### src/sv/ber_value_content_decoder_unit_defines.svh
// ----------------------------------------------------------------------------
// BER value content decoder assertion macros
// Shared concurrent assertion forms for the decoder unit.
// ----------------------------------------------------------------------------
`ifndef BER_VALUE_CONTENT_DECODER_UNIT_DEFINES_SVH
`define BER_VALUE_CONTENT_DECODER_UNIT_DEFINES_SVH

// Same-cycle implication, checked at every rising edge outside reset.
`define BVCD_ASSERT_NOW(label, clk, rst, ante, cons, msg) \
   label: assert property (@(posedge clk) disable iff (rst) (ante) |-> (cons)) \
      else $error(msg);

// Next-cycle implication.
`define BVCD_ASSERT_NEXT(label, clk, rst, ante, cons, msg) \
   label: assert property (@(posedge clk) disable iff (rst) (ante) |=> (cons)) \
      else $error(msg);

`endif

### src/sv/ber_vcd_pkg.sv
// ----------------------------------------------------------------------------
// BER value content decoder package
// Tag codes, widths and the item and result types shared by the decoder.
// ----------------------------------------------------------------------------
package ber_vcd_pkg;

   localparam int unsigned ELEMENT_WIDTH  = 32;
   localparam int unsigned OID_ARC_BASE   = 40;
   localparam int unsigned RSP_FIFO_DEPTH = 4;

   // SNMP tag codes.
   localparam logic [7:0] TAG_INTEGER      = 8'h02;
   localparam logic [7:0] TAG_OCTET_STRING = 8'h04;
   localparam logic [7:0] TAG_OID          = 8'h06;
   localparam logic [7:0] TAG_IP_ADDRESS   = 8'h40;
   localparam logic [7:0] TAG_COUNTER32    = 8'h41;
   localparam logic [7:0] TAG_GAUGE32      = 8'h42;
   localparam logic [7:0] TAG_TIMETICKS    = 8'h43;
   localparam logic [7:0] TAG_OPAQUE       = 8'h44;

   typedef struct packed {
      logic [7:0] tag;
      logic [7:0] data;
      logic       first;
      logic       last;
   } req_item_type;

   typedef struct packed {
      logic [ELEMENT_WIDTH-1:0] element;
      logic                     last;
      logic                     overflow;
   } result_type;

   // Up to two results produced by one transaction, r0 delivered first.
   typedef struct packed {
      logic [1:0] count;
      result_type r0;
      result_type r1;
   } result_pair_type;

endpackage

### src/sv/ber_value_content_decoder_unit.sv
// An accepted request byte is registered in the input stage; its results then go through the result queue.
// Throughput: one content byte per cycle while the queue has room for its results;
// the first OID subidentifier yields two results, which leave one after the other on the single result port.
// A 4-entry result queue lets requests keep flowing while results stall.
// Reset is synchronous and active high; it empties the input stage and the
// queue and clears the decoding state.
// ----------------------------------------------------------------------------
// BER value content decoder unit
// Decodes SNMP BER integer, OID and octet content bytes into 32-bit elements.
// ----------------------------------------------------------------------------
`include "ber_value_content_decoder_unit_defines.svh"

module ber_value_content_decoder_unit (
   input  logic                                   clock,
   input  logic                                   reset,
   input  logic                                   req_tvalid,
   output logic                                   req_tready,
   input  logic [15:0]                            req_tdata,  // data_byte, first_byte, zero fill
   input  logic [7:0]                             req_tuser,  // req_type
   input  logic                                   req_tlast,
   output logic                                   rsp_tvalid,
   input  logic                                   rsp_tready,
   output logic [ber_vcd_pkg::ELEMENT_WIDTH-1:0]  rsp_tdata,  // element
   output logic                                   rsp_tuser,  // overflow
   output logic                                   rsp_tlast
);

   localparam int unsigned CntW = $clog2(ber_vcd_pkg::RSP_FIFO_DEPTH + 1);

   logic                          in_valid_ff, in_valid_in;
   ber_vcd_pkg::req_item_type     in_item_ff;
   ber_vcd_pkg::result_pair_type  results;
   ber_vcd_pkg::result_type       head;
   logic [CntW-1:0]               fifo_space;
   logic                          fire;
   logic                          req_accept;

   // The held byte moves on once the queue has room for all its results.
   assign fire       = in_valid_ff && (fifo_space >= CntW'(results.count));
   assign req_tready = !in_valid_ff || fire;
   assign req_accept = req_tvalid && req_tready;

   always_comb begin
      if (req_accept) begin
         in_valid_in = 1'b1;
      end else if (fire) begin
         in_valid_in = 1'b0;
      end else begin
         in_valid_in = in_valid_ff;
      end
   end

   always_ff @(posedge clock) begin
      if (reset) begin
         in_valid_ff <= 1'b0;
      end else begin
         in_valid_ff <= in_valid_in;
      end
   end

   always_ff @(posedge clock) begin
      if (req_accept) begin
         in_item_ff.tag   <= req_tuser;
         in_item_ff.data  <= req_tdata[7:0];
         in_item_ff.first <= req_tdata[8];
         in_item_ff.last  <= req_tlast;
      end
   end

   ber_vcd_core u_core (
      .clock   (clock),
      .reset   (reset),
      .item    (in_item_ff),
      .fire    (fire),
      .results (results)
   );

   ber_vcd_rsp_fifo u_rsp_fifo (
      .clock      (clock),
      .reset      (reset),
      .push_en    (fire),
      .push       (results),
      .space      (fifo_space),
      .rsp_tvalid (rsp_tvalid),
      .rsp_tready (rsp_tready),
      .head       (head)
   );

   assign rsp_tdata = head.element;
   assign rsp_tlast = head.last;
   assign rsp_tuser = head.overflow;

   `BVCD_ASSERT_NOW(a_fire_fits, clock, reset, fire, CntW'(results.count) <= fifo_space, "result queue overrun")
   `BVCD_ASSERT_NOW(a_pair_is_oid, clock, reset, in_valid_ff && (results.count == 2'd2), (in_item_ff.tag == ber_vcd_pkg::TAG_OID) && !results.r0.last, "two results from a non-OID byte")
   `BVCD_ASSERT_NEXT(a_reset_empty, clock, 1'b0, reset, !rsp_tvalid && req_tready, "not empty after reset")

endmodule

### src/sv/ber_vcd_rsp_fifo.sv
// ----------------------------------------------------------------------------
// BER value content decoder result queue
// Small register queue that takes up to two results per cycle and delivers
// one per cycle on the result channel while it is ready.
// ----------------------------------------------------------------------------
module ber_vcd_rsp_fifo (
   input  logic                                                 clock,
   input  logic                                                 reset,
   input  logic                                                 push_en,
   input  ber_vcd_pkg::result_pair_type                         push,
   output logic [$clog2(ber_vcd_pkg::RSP_FIFO_DEPTH + 1)-1:0]   space,
   output logic                                                 rsp_tvalid,
   input  logic                                                 rsp_tready,
   output ber_vcd_pkg::result_type                              head
);

   localparam int unsigned Depth = ber_vcd_pkg::RSP_FIFO_DEPTH;
   localparam int unsigned PtrW  = $clog2(Depth);
   localparam int unsigned CntW  = $clog2(Depth + 1);

   ber_vcd_pkg::result_type mem_ff [Depth];
   logic [PtrW-1:0] wr_ptr_ff, wr_ptr_in;
   logic [PtrW-1:0] rd_ptr_ff, rd_ptr_in;
   logic [CntW-1:0] count_ff, count_in;
   logic [CntW-1:0] push_n;
   logic            pop;

   assign push_n     = push_en ? CntW'(push.count) : '0;
   assign pop        = rsp_tvalid && rsp_tready;
   assign rsp_tvalid = (count_ff != '0);
   assign head       = mem_ff[rd_ptr_ff];
   assign space      = CntW'(Depth) - count_ff;

   always_comb begin
      wr_ptr_in = wr_ptr_ff + push_n[PtrW-1:0];
      rd_ptr_in = rd_ptr_ff + PtrW'(pop);
      count_in  = count_ff + push_n - CntW'(pop);
   end

   always_ff @(posedge clock) begin
      if (reset) begin
         wr_ptr_ff <= '0;
         rd_ptr_ff <= '0;
         count_ff  <= '0;
      end else begin
         wr_ptr_ff <= wr_ptr_in;
         rd_ptr_ff <= rd_ptr_in;
         count_ff  <= count_in;
      end
   end

   always_ff @(posedge clock) begin
      if (push_n != '0) begin
         mem_ff[wr_ptr_ff] <= push.r0;
      end
      if (push_n == CntW'(2)) begin
         mem_ff[wr_ptr_ff + PtrW'(1)] <= push.r1;
      end
   end

endmodule

### src/sv/ber_vcd_core.sv
// ----------------------------------------------------------------------------
// BER value content decoder core
// Decodes one registered content byte against the running value state and
// produces zero, one or two results.
// ----------------------------------------------------------------------------
module ber_vcd_core (
   input  logic                          clock,
   input  logic                          reset,
   input  ber_vcd_pkg::req_item_type     item,
   input  logic                          fire,
   output ber_vcd_pkg::result_pair_type  results
);

   localparam int unsigned W = ber_vcd_pkg::ELEMENT_WIDTH;
   localparam logic [W-1:0] ArcStep1 = W'(ber_vcd_pkg::OID_ARC_BASE);
   localparam logic [W-1:0] ArcStep2 = W'(2 * ber_vcd_pkg::OID_ARC_BASE);

   logic [W-1:0] acc_ff, acc_in;
   logic         ovf_ff, ovf_in;
   logic         sign_ff, sign_in;
   logic         arc_pend_ff, arc_pend_in;

   logic         int_sign;
   logic [W-1:0] int_acc;
   logic         int_ovf;
   logic [W-1:0] oid_base;
   logic         oid_base_ovf;
   logic         oid_ovf;
   logic [W-1:0] oid_acc;
   logic         oid_pend;
   logic [1:0]   arc_hi;
   logic [W-1:0] arc_lo;

   // Integers: big-endian two's complement, sign taken from the first byte.
   assign int_sign = item.first ? item.data[7] : sign_ff;
   assign int_acc  = item.first ? {{(W-8){item.data[7]}}, item.data}
                                : {acc_ff[W-9:0], item.data};
   assign int_ovf  = item.first ? 1'b0
                   : (ovf_ff | (acc_ff[W-1 -: 8] != {8{sign_ff}})
                      | (sign_ff & ~int_acc[W-1]));

   // Object identifiers: base-128 arcs, seven bits per byte.
   assign oid_base     = item.first ? '0 : acc_ff;
   assign oid_base_ovf = item.first ? 1'b0 : ovf_ff;
   assign oid_ovf      = oid_base_ovf | (oid_base[W-1 -: 7] != '0);
   assign oid_acc      = {oid_base[W-8:0], item.data[6:0]};
   assign oid_pend     = item.first | arc_pend_ff;

   // The first subidentifier splits into two arcs; the upper arc saturates at 2.
   always_comb begin
      if (oid_acc >= ArcStep2) begin
         arc_hi = 2'd2;
         arc_lo = oid_acc - ArcStep2;
      end else if (oid_acc >= ArcStep1) begin
         arc_hi = 2'd1;
         arc_lo = oid_acc - ArcStep1;
      end else begin
         arc_hi = 2'd0;
         arc_lo = oid_acc;
      end
   end

   always_comb begin
      acc_in      = acc_ff;
      ovf_in      = ovf_ff;
      sign_in     = sign_ff;
      arc_pend_in = arc_pend_ff;
      results     = '0;
      unique case (item.tag) inside
         ber_vcd_pkg::TAG_INTEGER, ber_vcd_pkg::TAG_COUNTER32,
         ber_vcd_pkg::TAG_GAUGE32, ber_vcd_pkg::TAG_TIMETICKS: begin
            acc_in              = int_acc;
            ovf_in              = int_ovf;
            sign_in             = int_sign;
            results.count       = item.last ? 2'd1 : 2'd0;
            results.r0.element  = int_acc;
            results.r0.last     = 1'b1;
            results.r0.overflow = int_ovf;
         end
         ber_vcd_pkg::TAG_OID: begin
            if (!item.data[7]) begin
               acc_in      = '0;
               ovf_in      = 1'b0;
               arc_pend_in = 1'b0;
               if (oid_pend) begin
                  results.count       = 2'd2;
                  results.r0.element  = {{(W-2){1'b0}}, arc_hi};
                  results.r0.last     = 1'b0;
                  results.r0.overflow = oid_ovf;
                  results.r1.element  = arc_lo;
                  results.r1.last     = item.last;
                  results.r1.overflow = oid_ovf;
               end else begin
                  results.count       = 2'd1;
                  results.r0.element  = oid_acc;
                  results.r0.last     = item.last;
                  results.r0.overflow = oid_ovf;
               end
            end else if (item.last) begin
               // The value ended in the middle of an arc.
               acc_in              = '0;
               ovf_in              = 1'b0;
               arc_pend_in         = 1'b0;
               results.count       = 2'd1;
               results.r0.element  = oid_acc;
               results.r0.last     = 1'b1;
               results.r0.overflow = 1'b1;
            end else begin
               acc_in      = oid_acc;
               ovf_in      = oid_ovf;
               arc_pend_in = oid_pend;
            end
         end
         ber_vcd_pkg::TAG_OCTET_STRING, ber_vcd_pkg::TAG_IP_ADDRESS,
         ber_vcd_pkg::TAG_OPAQUE: begin
            results.count       = 2'd1;
            results.r0.element  = {{(W-8){1'b0}}, item.data};
            results.r0.last     = item.last;
            results.r0.overflow = 1'b0;
         end
         default: begin
            results.count = 2'd0;
         end
      endcase
   end

   always_ff @(posedge clock) begin
      if (reset) begin
         acc_ff      <= '0;
         ovf_ff      <= 1'b0;
         sign_ff     <= 1'b0;
         arc_pend_ff <= 1'b0;
      end else if (fire) begin
         acc_ff      <= acc_in;
         ovf_ff      <= ovf_in;
         sign_ff     <= sign_in;
         arc_pend_ff <= arc_pend_in;
      end
   end

endmodule

### config.mk
export PLATFORM = sky130hd
export DESIGN_NAME = ber_value_content_decoder_unit
export DESIGN_NICKNAME = d
export VERILOG_FILES = /design/src/sv/ber_vcd_pkg.sv /design/src/sv/ber_value_content_decoder_unit.sv /design/src/sv/ber_vcd_rsp_fifo.sv /design/src/sv/ber_vcd_core.sv
export VERILOG_INCLUDE_DIRS = /design/src /design/src/sv
export SDC_FILE = /design/constraint.sdc
export NUM_CORES = 1
export LEC_CHECK = 0
export ABC_AREA = 1
export BUFFER_PORTS_ARGS = -buffer_cell sky130_fd_sc_hd__buf_2
export CAP_MARGIN = 15
export CORE_ASPECT_RATIO = 0.6
export CORE_MARGIN = 2
export CORE_UTILIZATION = 50
export CTS_CLUSTER_SIZE = 28
export DETAILED_ROUTE_END_ITERATION = 10
export PLACE_DENSITY = 0.68
export RECOVER_POWER = 100
export SYNTH_ARGS = -nofsm -noshare
export SYNTH_HDL_FRONTEND = slang
export SYNTH_SLANG_ARGS = --single-unit
### constraint.sdc
create_clock -name clock -period 4.1 [get_ports clock]
set_input_delay 0.41 -clock clock [delete_from_list [all_inputs] [get_ports clock]]
set_output_delay 0.41 -clock clock [all_outputs]
set_load 0.01 [all_outputs]
# After elaboration in Yosys (flattened, before gate mapping)
# Memories as Yosys holds them, arrays and structs flattened. A register that Yosys moved wholly into a read port is not among the register bits.
# Cells that the tools add are included.
# totals
ramBits	136
out_inout_bits	36
reg_bits	61
in_bits	29
mem_count	1
# mem_list
name	depth	width	rd	rd_clocked_by_memory_dff	write_ports	line_no	text
u_rsp_fifo.mem_ff	4	34	1	1	2	ber_vcd_rsp_fifo.sv:21	ber_vcd_pkg::result_type mem_ff [Depth];
# op_classes
bitwise	6
add_sub_neg	8
reduce_logical	15
n_lt_le_gt_ge	3
n_eq_ne	10
muxes	33
# op_table
op	count
$mux 32	6
$mux 34	3
$pmux 34 s3	1
$mux 36	2
$pmux 32 s2	1
$eq 8x7->1 const B	5
$mux 35	1
$ge 32x6->1 const B	1
$ge 32x7->1 const B	1
$sub 32x6->32 const B	1
$sub 32x7->32 const B	1
$eq 8x3->1 const B	2
$mux 1	14
$eq 8x2->1 const B	1
$ne 8x8->1	1
$reduce_bool 7->1	1
$mux 2	3
$pmux 2 s3	1
$reduce_bool 3->1	2
$or 1x1->1	4
$reduce_and 2->1	2
$reduce_bool 2->1	2
$reduce_or 4->1	1
$add 3x3->3	1
15 further kinds	17

# Depth between registers and ports, before layout
# Gate-level depths: netlist of the first run.
# logic_depth
word_depth	13
mapped_depth	23

# Modules after synthesis
# A second synthesis of the first run with hierarchy kept.
# hier_totals
cells_unflattened	1597
area_unflattened_um2	12096.6
# by_module_without_submodules
mod	cells_each	instances	area_per_inst_um2	seq_area_each_um2
ber_vcd_rsp_fifo	922	1	7663.6	4224.1
ber_vcd_core	642	1	3769.9	700.7
ber_value_content_decoder_unit	33	1	663.1	560.5

# Worst setup path before layout of the first run
# No wires, ideal clock.
# synth_timing
path_kind	register to register
from	register in_item_ff[15] (netlist bit)
to	memory u_rsp_fifo.mem_ff[0][0] (netlist bit) (enable)
period_less_slack_ns	3.755
path_slack_ns	0.345
setup_ns	0.491
path_stages_with_launch	19
required_time_ns	3.609
arrival_time_ns	3.264
cell_sequence	edfxtp_1 > nor2_1 > nand3_1 > nor3_1 > nand3_1 > clkbuf_1 > inv_2 > nand3_1 > nand3_1 > ha_1 > o21ai_0 > nand3_1 > nand2_1 > nor2_1 > nand2_1 > nor2_1 > inv_1 > clkbuf_1 > nand2_1
# synth_rtl
item	line_no	text
start, declared	ber_value_content_decoder_unit.sv:31	ber_vcd_pkg::req_item_type in_item_ff;
end, declared	ber_vcd_rsp_fifo.sv:21	

==> results of run 1 <==
==> sequential cells by signal (all words and copies together) (netlist names) <==
signal	cells
u_rsp_fifo.rd_ptr_ff	2
in_item_ff	18
u_rsp_fifo.count_ff	3
u_rsp_fifo.mem_ff	136
u_core.acc_ff	32
u_core.sign_ff	1
u_core.arc_pend_ff	1
u_rsp_fifo.wr_ptr_ff	2
in_valid_ff	1
u_core.ovf_ff	1
==> synth_stat cells (10+ instances only) <==
| cell | number |
|---|---|
| o21ai_0 | 214 |
| nand2_2 | 17 |
| nand2_4 | 10 |
| ha_1 | 14 |
| a21oi_1 | 43 |
| o22ai_1 | 39 |
| nand2_1 | 282 |
| dfxtp_1 | 43 |
| edfxtp_1 | 154 |
| nand3_1 | 61 |
| inv_1 | 96 |
| clkbuf_1 | 58 |
| o21ai_1 | 28 |
| nand4_1 | 25 |
| nor2_1 | 186 |
==> cells by family after synthesis <==
family                   count (synthesis)  synth area share, %
AO/OA/AOI/OAI                          330                15.56
XOR/XNOR                                17                1.348
adder cells (fa/ha/maj)                 15                1.767
buffers and inverters                  176                6.569
flip-flops                             197                49.65
AND/OR/NAND/NOR                        623                25.11
==> stage by stage <==
step / utilization (%) / instance area [µm²] / hold slack (ns) / std cells
5_1_grt: 55.31 / 12090 / 0.1233 / 1695
2_1_floorplan: - / 11050 / 0.4435 / 1358
3_3_place_gp: 53.18 / 11620 / 0.4530 / 1661
4_1_cts: 55.95 / 12230 / 0.1241 / 1694
6_report: 55.31 / 12090 / 0.1359 / 1695
3_5_place_dp: 53.21 / 11630 / 0.4604 / 1662
==> placed cells by master (no fill, tap or decap), types with 17 or more instances in the layout <==
| cell | netlist | final |
|---|---|---|
| edfxtp_1 | 154 | 154 |
| dfxtp_1 | 43 | 42 |
| o22ai_1 | 39 | 39 |
| buf_2 | 4 | 22 |
| buf_4 | 1 | 23 |
| clkbuf_16 | 0 | 17 |
| nand2_1 | 282 | 284 |
| nand3_1 | 61 | 69 |
| inv_1 | 96 | 95 |
| nand4_1 | 25 | 26 |
| clkbuf_1 | 58 | 39 |
| nor2_1 | 186 | 193 |
| o21ai_0 | 214 | 231 |
| a21oi_1 | 43 | 43 |
==> area by class of cell <==
cell class	count	area [µm²]
Clock inverter	15	173.9
Tap cell	286	357.8
Timing Repair Buffer	92	494.2
Sequential cell	197	5487
Inverter	103	390.4
Clock buffer	17	425.4
Multi-Input combinational cell	985	4763
Fill cell	2106	9769
==> worst paths after layout <==
path	start	to	slack [ns]	cells after the start
worst max-delay path	in_item_ff[1]	u_rsp_fifo.mem_ff[1][26]	0.33	15
worst min-delay path	req_tdata[4]	in_item_ff[6]	0.14	1
worst max register to register	in_item_ff[1]	u_rsp_fifo.mem_ff[1][26]	0.33	15
worst min register to register	u_core.arc_pend_ff	u_core.arc_pend_ff	0.47	2
==> report_power, final <==
part	total, µW	switching, µW	internal [µW]
combinational	1100	779	321
sequential	2220	38.8	2180
clock	1750	788	965
==> routing by layer <==
| metal | part of all wire (%) | vias up |
|---|---|---|
| li1 | - | 4697 |
| met3 | 9.8 | 46 |
| met4 | 2.3 | 2 |
| met1 | 47 | 4647 |
| met5 | 0.086 | - |
| met2 | 41 | 453 |
==> repair_timing <==
item / 4_1_cts / 5_1_grt
gates resized for setup: 0 / 3
setup endpoints to repair: 0 / 12
hold buffers: 0 / 0
setup buffers: 0 / 0
==> impl_metrics.py, run 1 <==
metrics = {
    "floorplanning": {
        "core_um2": 21860,
        "row_count": 42,
        "start_util_pct": 50.54,
        "die-area_um2": 23340,
        "die_w_um": 195.9,
        "io_pins": 65,
        "die_h_um": 119.1,
    },
    "logic_synthesis": {
        "yosys.area.top_type": "edfxtp_1",
        "synthFlopType": "edfxtp_1",
        "avgSynthCellArea_um2": 8.136,
        "yosys-top-cells-area": "edfxtp_1 42%, o21ai_0 9.7%, nand2_1 9.6%",
        "netlist.area_leader.share_pct": 41.86,
        "synth_seq_cells": 197,
        "yosysWarnings": 0,
        "ys_types": 42,
        "seq_area_frac_synth_pct": 49.65,
        "synth_edf_count": 154,
        "synthesis.area_um2": 11050,
        "synthesis.nets": 1402,
        "ys_async_sr_fraction_pct": 0,
        "netlist_instances": 1358,
    },
    "clock_network": {
        "cts_sinks": 197,
        "clk_latency_ns": 0.45,
        "cts.clk_slew.worst_paths_ns": 0.07,
        "numCtsBuffers": 17,
        "htreeDepth": 4,
        "clock_path_buffers": 2,
        "cts-root-buf": "clkbuf_16",
        "cts_tree": "yes",
    },
    "setup_path": {
        "path_cells": "inv_1 -> clkbuf_1 -> nand2_1 -> nand2_1 -> nor2_1 -> nand2_1 -> nor2_1 -> nand2_1 -> clkinv_1 -> nand2_1 -> buf_4 -> nand3_2 -> or2_1 -> nand4_1 -> nand2_1",
        "cp_num_buf_inv": 4,
        "cp_common_cell": "nand2_1",
        "critPathMaxStageDelay_ns": 0.81,
        "cp_top_family": "buffers and inverters",
        "path_class": "reg -> reg",
        "path_max_fanout": 29,
        "cpMaxStageDelayCell": "inv_1",
        "end_kind": "flop",
        "cp.arrival_ns": 3.97,
        "worstPathRequired_ns": 4.30,
        "startpoint_type": "flop",
    },
    "placement": {
        "port_buffers": 57,
        "place_hpwl_mm": 23.45,
        "dp_slack_ns": 0.2808,
        "place.gp.congestion": 0.9682,
    },
    "grt": {
        "grt_use_met1_pct": 44.64,
        "met3_usage_pct": 6.429,
        "busiest_layer": "met1",
        "grt_max_degree": 70,
        "grt.overflow.total": 0,
        "grt.total_usage_pct": 29.79,
        "grt_pass1_vias": 9090,
        "grtUsageMet2_pct": 42.68,
        "antenna_found_initial": 0,
        "grt_pass1_wl_mm": 52.41,
    },
    "routing": {
        "drt_iter0_drc": 999,
        "drc": 0,
        "drtPass1Iterations": 5,
        "avgRoutedWirePerCell_um": 19.87,
        "num_vias": 9845,
        "vias_per_cell": 5.808,
        "routed_wl_mm": 33.69,
        "ant_nets": 0,
    },
    "power": {
        "ir_worst_vdd_mv": 0.3086,
        "p_per_area_nw_per_um2": 419.4,
        "power_uw": 5071,
        "p_leak_uw": 0.004906,
    },
    "sta": {
        "max_slew.worst_pin.slew_ns": 1.409,
        "period_share_pct": 91.92,
        "fin_ws_ns": 0.3314,
        "slew_viol_final": 0,
        "relSlewSlack_pct": 6.078,
        "finClkSkew_ns": 0.01057,
        "period_minus_slack_ns": 3.769,
        "setup_viol": 0,
        "max_clock_freq_mhz": 265.3,
        "final-hold-violation-count": 0,
        "tns_ns": 0,
        "grt_setup_unrepaired": "no",
    },
    "finish": {
        "num_antenna_cells": 0,
        "area_delta_synth_final_pct": 9.445,
        "drive_above_1_share_pct": 9.013,
        "nets": 1440,
    },
    "status": {
        "outcome": "complete, no violations",
    },
    "min_path": {
        "min_path_type": "in -> reg",
    },
    "flow_run": {
        "maxCapViolations": 0,
    },
}
(Power assumes the default switching activity.)
==> inputs of run 2 (changes only) <==
--- a/config.mk
+++ b/config.mk
@@ -11,8 +11,8 @@
 export CAP_MARGIN = 15
-export CORE_ASPECT_RATIO = 0.6
+export CORE_ASPECT_RATIO = 0.75
 export CORE_MARGIN = 2
-export CORE_UTILIZATION = 50
+export CORE_UTILIZATION = 60
 export CTS_CLUSTER_SIZE = 28
 export DETAILED_ROUTE_END_ITERATION = 10
-export PLACE_DENSITY = 0.68
+export PLACE_DENSITY = 0.79
 export RECOVER_POWER = 100
--- a/constraint.sdc
+++ b/constraint.sdc
@@ -3,2 +3,2 @@
 set_output_delay 0.41 -clock clock [all_outputs]
-set_load 0.01 [all_outputs]
+set_load 0.02 [all_outputs]
==> run 2 against run 1 <==
Net effect: the run now ends with max-capacitance violations, max-slew violations left; worst hold slack gained 0.0024 ns; sequential power is essentially flat; total power grew 0.58%; sequential share of layout area grew 0.20 points; non-clock buffer count shrank 4; final cell count shrank 2.8%; via count grew 2.2%; combinational power grew 8%; register-to-register slack is essentially flat.
==> impl_metrics.py, run 2 (synthesis results as in run 1) <==
metrics = {
    "placement": {
        "place.gp.congestion": 1.040,
        "port_buffers": 57,
        "place_hpwl_mm": 21.53,
    },
    "power": {
        "p_leak_uw": 0.004874,
        "ir_worst_vdd_mv": 0.3447,
        "p_per_area_nw_per_um2": 423.7,
        "power_uw": 5100,
    },
    "routing": {
        "drtPass1Iterations": 5,
        "drc": 0,
        "avgRoutedWirePerCell_um": 19.21,
        "num_vias": 10062,
        "ant_nets": 0,
        "drt_iter0_drc": 1371,
        "routed_wl_mm": 31.65,
        "vias_per_cell": 6.109,
    },
    "floorplanning": {
        "start_util_pct": 62.02,
        "die_h_um": 121.5,
        "core_um2": 17810,
        "io_pins": 65,
        "die_w_um": 160.7,
        "row_count": 42,
        "die-area_um2": 19530,
    },
    "sta": {
        "grt_setup_unrepaired": "no",
        "period_share_pct": 91.83,
        "setup_viol": 0,
        "max_clock_freq_mhz": 265.6,
        "max_slew.worst_pin.slew_ns": 1.643,
        "finClkSkew_ns": 0.008017,
        "final-hold-violation-count": 0,
        "relSlewSlack_pct": -9.534,
        "period_minus_slack_ns": 3.765,
        "tns_ns": 0,
        "slew_viol_final": 52,
    },
    "setup_path": {
        "end_kind": "flop",
        "reg2reg_to": "u_rsp_fifo.mem_ff[3][27]",
        "path_class": "reg -> reg",
        "worstPathRequired_ns": 4.42,
        "timing.rr.start": "in_item_ff[15]",
        "path_max_fanout": 7,
        "r2r_cells": 15,
        "r2r_setup_slack_ns": 0.34,
        "cp.arrival_ns": 4.08,
        "startpoint_type": "flop",
    },
    "finish": {
        "mostFrequentLayoutCell": "nand2_1",
        "nFillCells": 1492,
        "reg.largest.list": "u_rsp_fifo.mem_ff x136, u_core.acc_ff x32, in_item_ff x18",
        "area_delta_synth_final_pct": 8.958,
        "nets": 1436,
        "postLayoutCoreUtil_pct": 67.57,
        "largest_register_ffs": 136,
        "regMostFlops": "u_rsp_fifo.mem_ff",
        "drive_above_1_share_pct": 9.466,
        "num_antenna_cells": 0,
        "final_cell_mix": "283 x nand2_1, 228 x o21ai_0, 190 x nor2_1, 154 x edfxtp_1, 95 x inv_1",
    },
    "clock_network": {
        "htreeDepth": 4,
        "cts_sinks": 197,
        "clock_path_buffers": 2,
        "cts.clk_slew.worst_paths_ns": 0.08,
        "cts-root-buf": "clkbuf_16",
        "cts_tree": "yes",
        "clk_latency_ns": 0.44,
        "numCtsBuffers": 17,
    },
    "min_path": {
        "holdPathEnd": "in_item_ff[6]",
        "min_from": "req_tdata[4]",
        "hold_depth": 1,
        "min_path_type": "in -> reg",
    },
    "grt": {
        "grt_pass1_wl_mm": 49.25,
        "grt.total_usage_pct": 32.94,
        "antenna_found_initial": 0,
        "grt.overflow.total": 0,
        "grt_max_degree": 70,
        "grt_pass1_vias": 9108,
    },
    "flow_run": {
        "maxCapViolations": 1,
    },
    "status": {
        "outcome": "finished with violations",
        "violations": "max-capacitance violations, max-slew violations",
    },
}
==> run 2: final cells by class <==
cell class | count | area, µm² | share of cell area [%]
Clock buffer | 18 | 429.2 | 3.565
Inverter | 103 | 387.9 | 3.222
Tap cell | 242 | 302.8 | 2.515
Clock inverter | 14 | 158.9 | 1.320
Sequential cell | 197 | 5487 | 45.58
Multi-Input combinational cell | 985 | 4791 | 39.80
Timing Repair Buffer | 88 | 481.7 | 4.002
==> run 2: repair_timing <==
item	in CTS	in global routing
buffers inserted	0	1
endpoints found under the setup margin	0	1
resized for setup	0	1
hold buffers	0	0
endpoints found under the hold margin	0	0
==> run 2: power by group <==
group / leakage [µW] / internal (µW) / switching (µW)
registers: 0.00161 / 2180 / 32.0
clock network: 0.000286 / 869 / 830
logic: 0.00298 / 323 / 869
total: 0.00487 / 3370 / 1730
==> run 2: per-stage QoR <==
step                      std cells  setup WS [ns]  hold WS [ns]  cell area, µm²
after global routing           1647        0.01021        0.1289           12040
after global placement         1614         0.4745        0.4504           11580
after floorplan                1358         0.3449        0.4435           11050
after CTS                      1646         0.4172        0.1294           12170
after detailed placement       1614         0.4483        0.4630           11580
final                          1647         0.3351        0.1383           12040
==> run 2: worst max-delay path: stages (launching register included) <==
cell and delay [ns]:
edfxtp_1 0.37, nor2_1 0.14, nand3_1 0.16, nor3_1 0.22, nand3_1 0.22, nor2_2 0.16
inv_1 0.21, ha_1 0.34, o21ai_0 0.10, nand3_1 0.08, nand2_1 0.07, inv_1 0.14
nand3_1 0.18, nor3_1 0.93, nand4_1 0.21, nand2_1 0.10
==> run 2: metal layers <==
metal / up-vias / wire (µm) / track usage [%]
met4: 0 / 1090 / 13.28
met1: 4664 / 12950 / 46.67
li1: 4694 / - / -
met5: - / 0 / 0
met3: 79 / 3348 / 4.887
met2: 625 / 14250 / 51.59
==> run 2: how the worst max path moves through the flow <==
stage,startpoint,slack [ns],endpoint,depth (start not counted)
5_1_grt,in_item_ff[15],0.01,u_core.acc_ff[27],21
4_1_cts,in_item_ff[15],0.42,u_rsp_fifo.mem_ff[3][27],15
3_3_place_gp,in_item_ff[15],0.47,u_rsp_fifo.mem_ff[3][8],15
6_report,in_item_ff[15],0.34,u_rsp_fifo.mem_ff[3][27],15
2_1_floorplan,in_item_ff[15],0.34,u_rsp_fifo.mem_ff[0][0],18
3_5_place_dp,in_item_ff[15],0.45,u_rsp_fifo.mem_ff[3][27],15
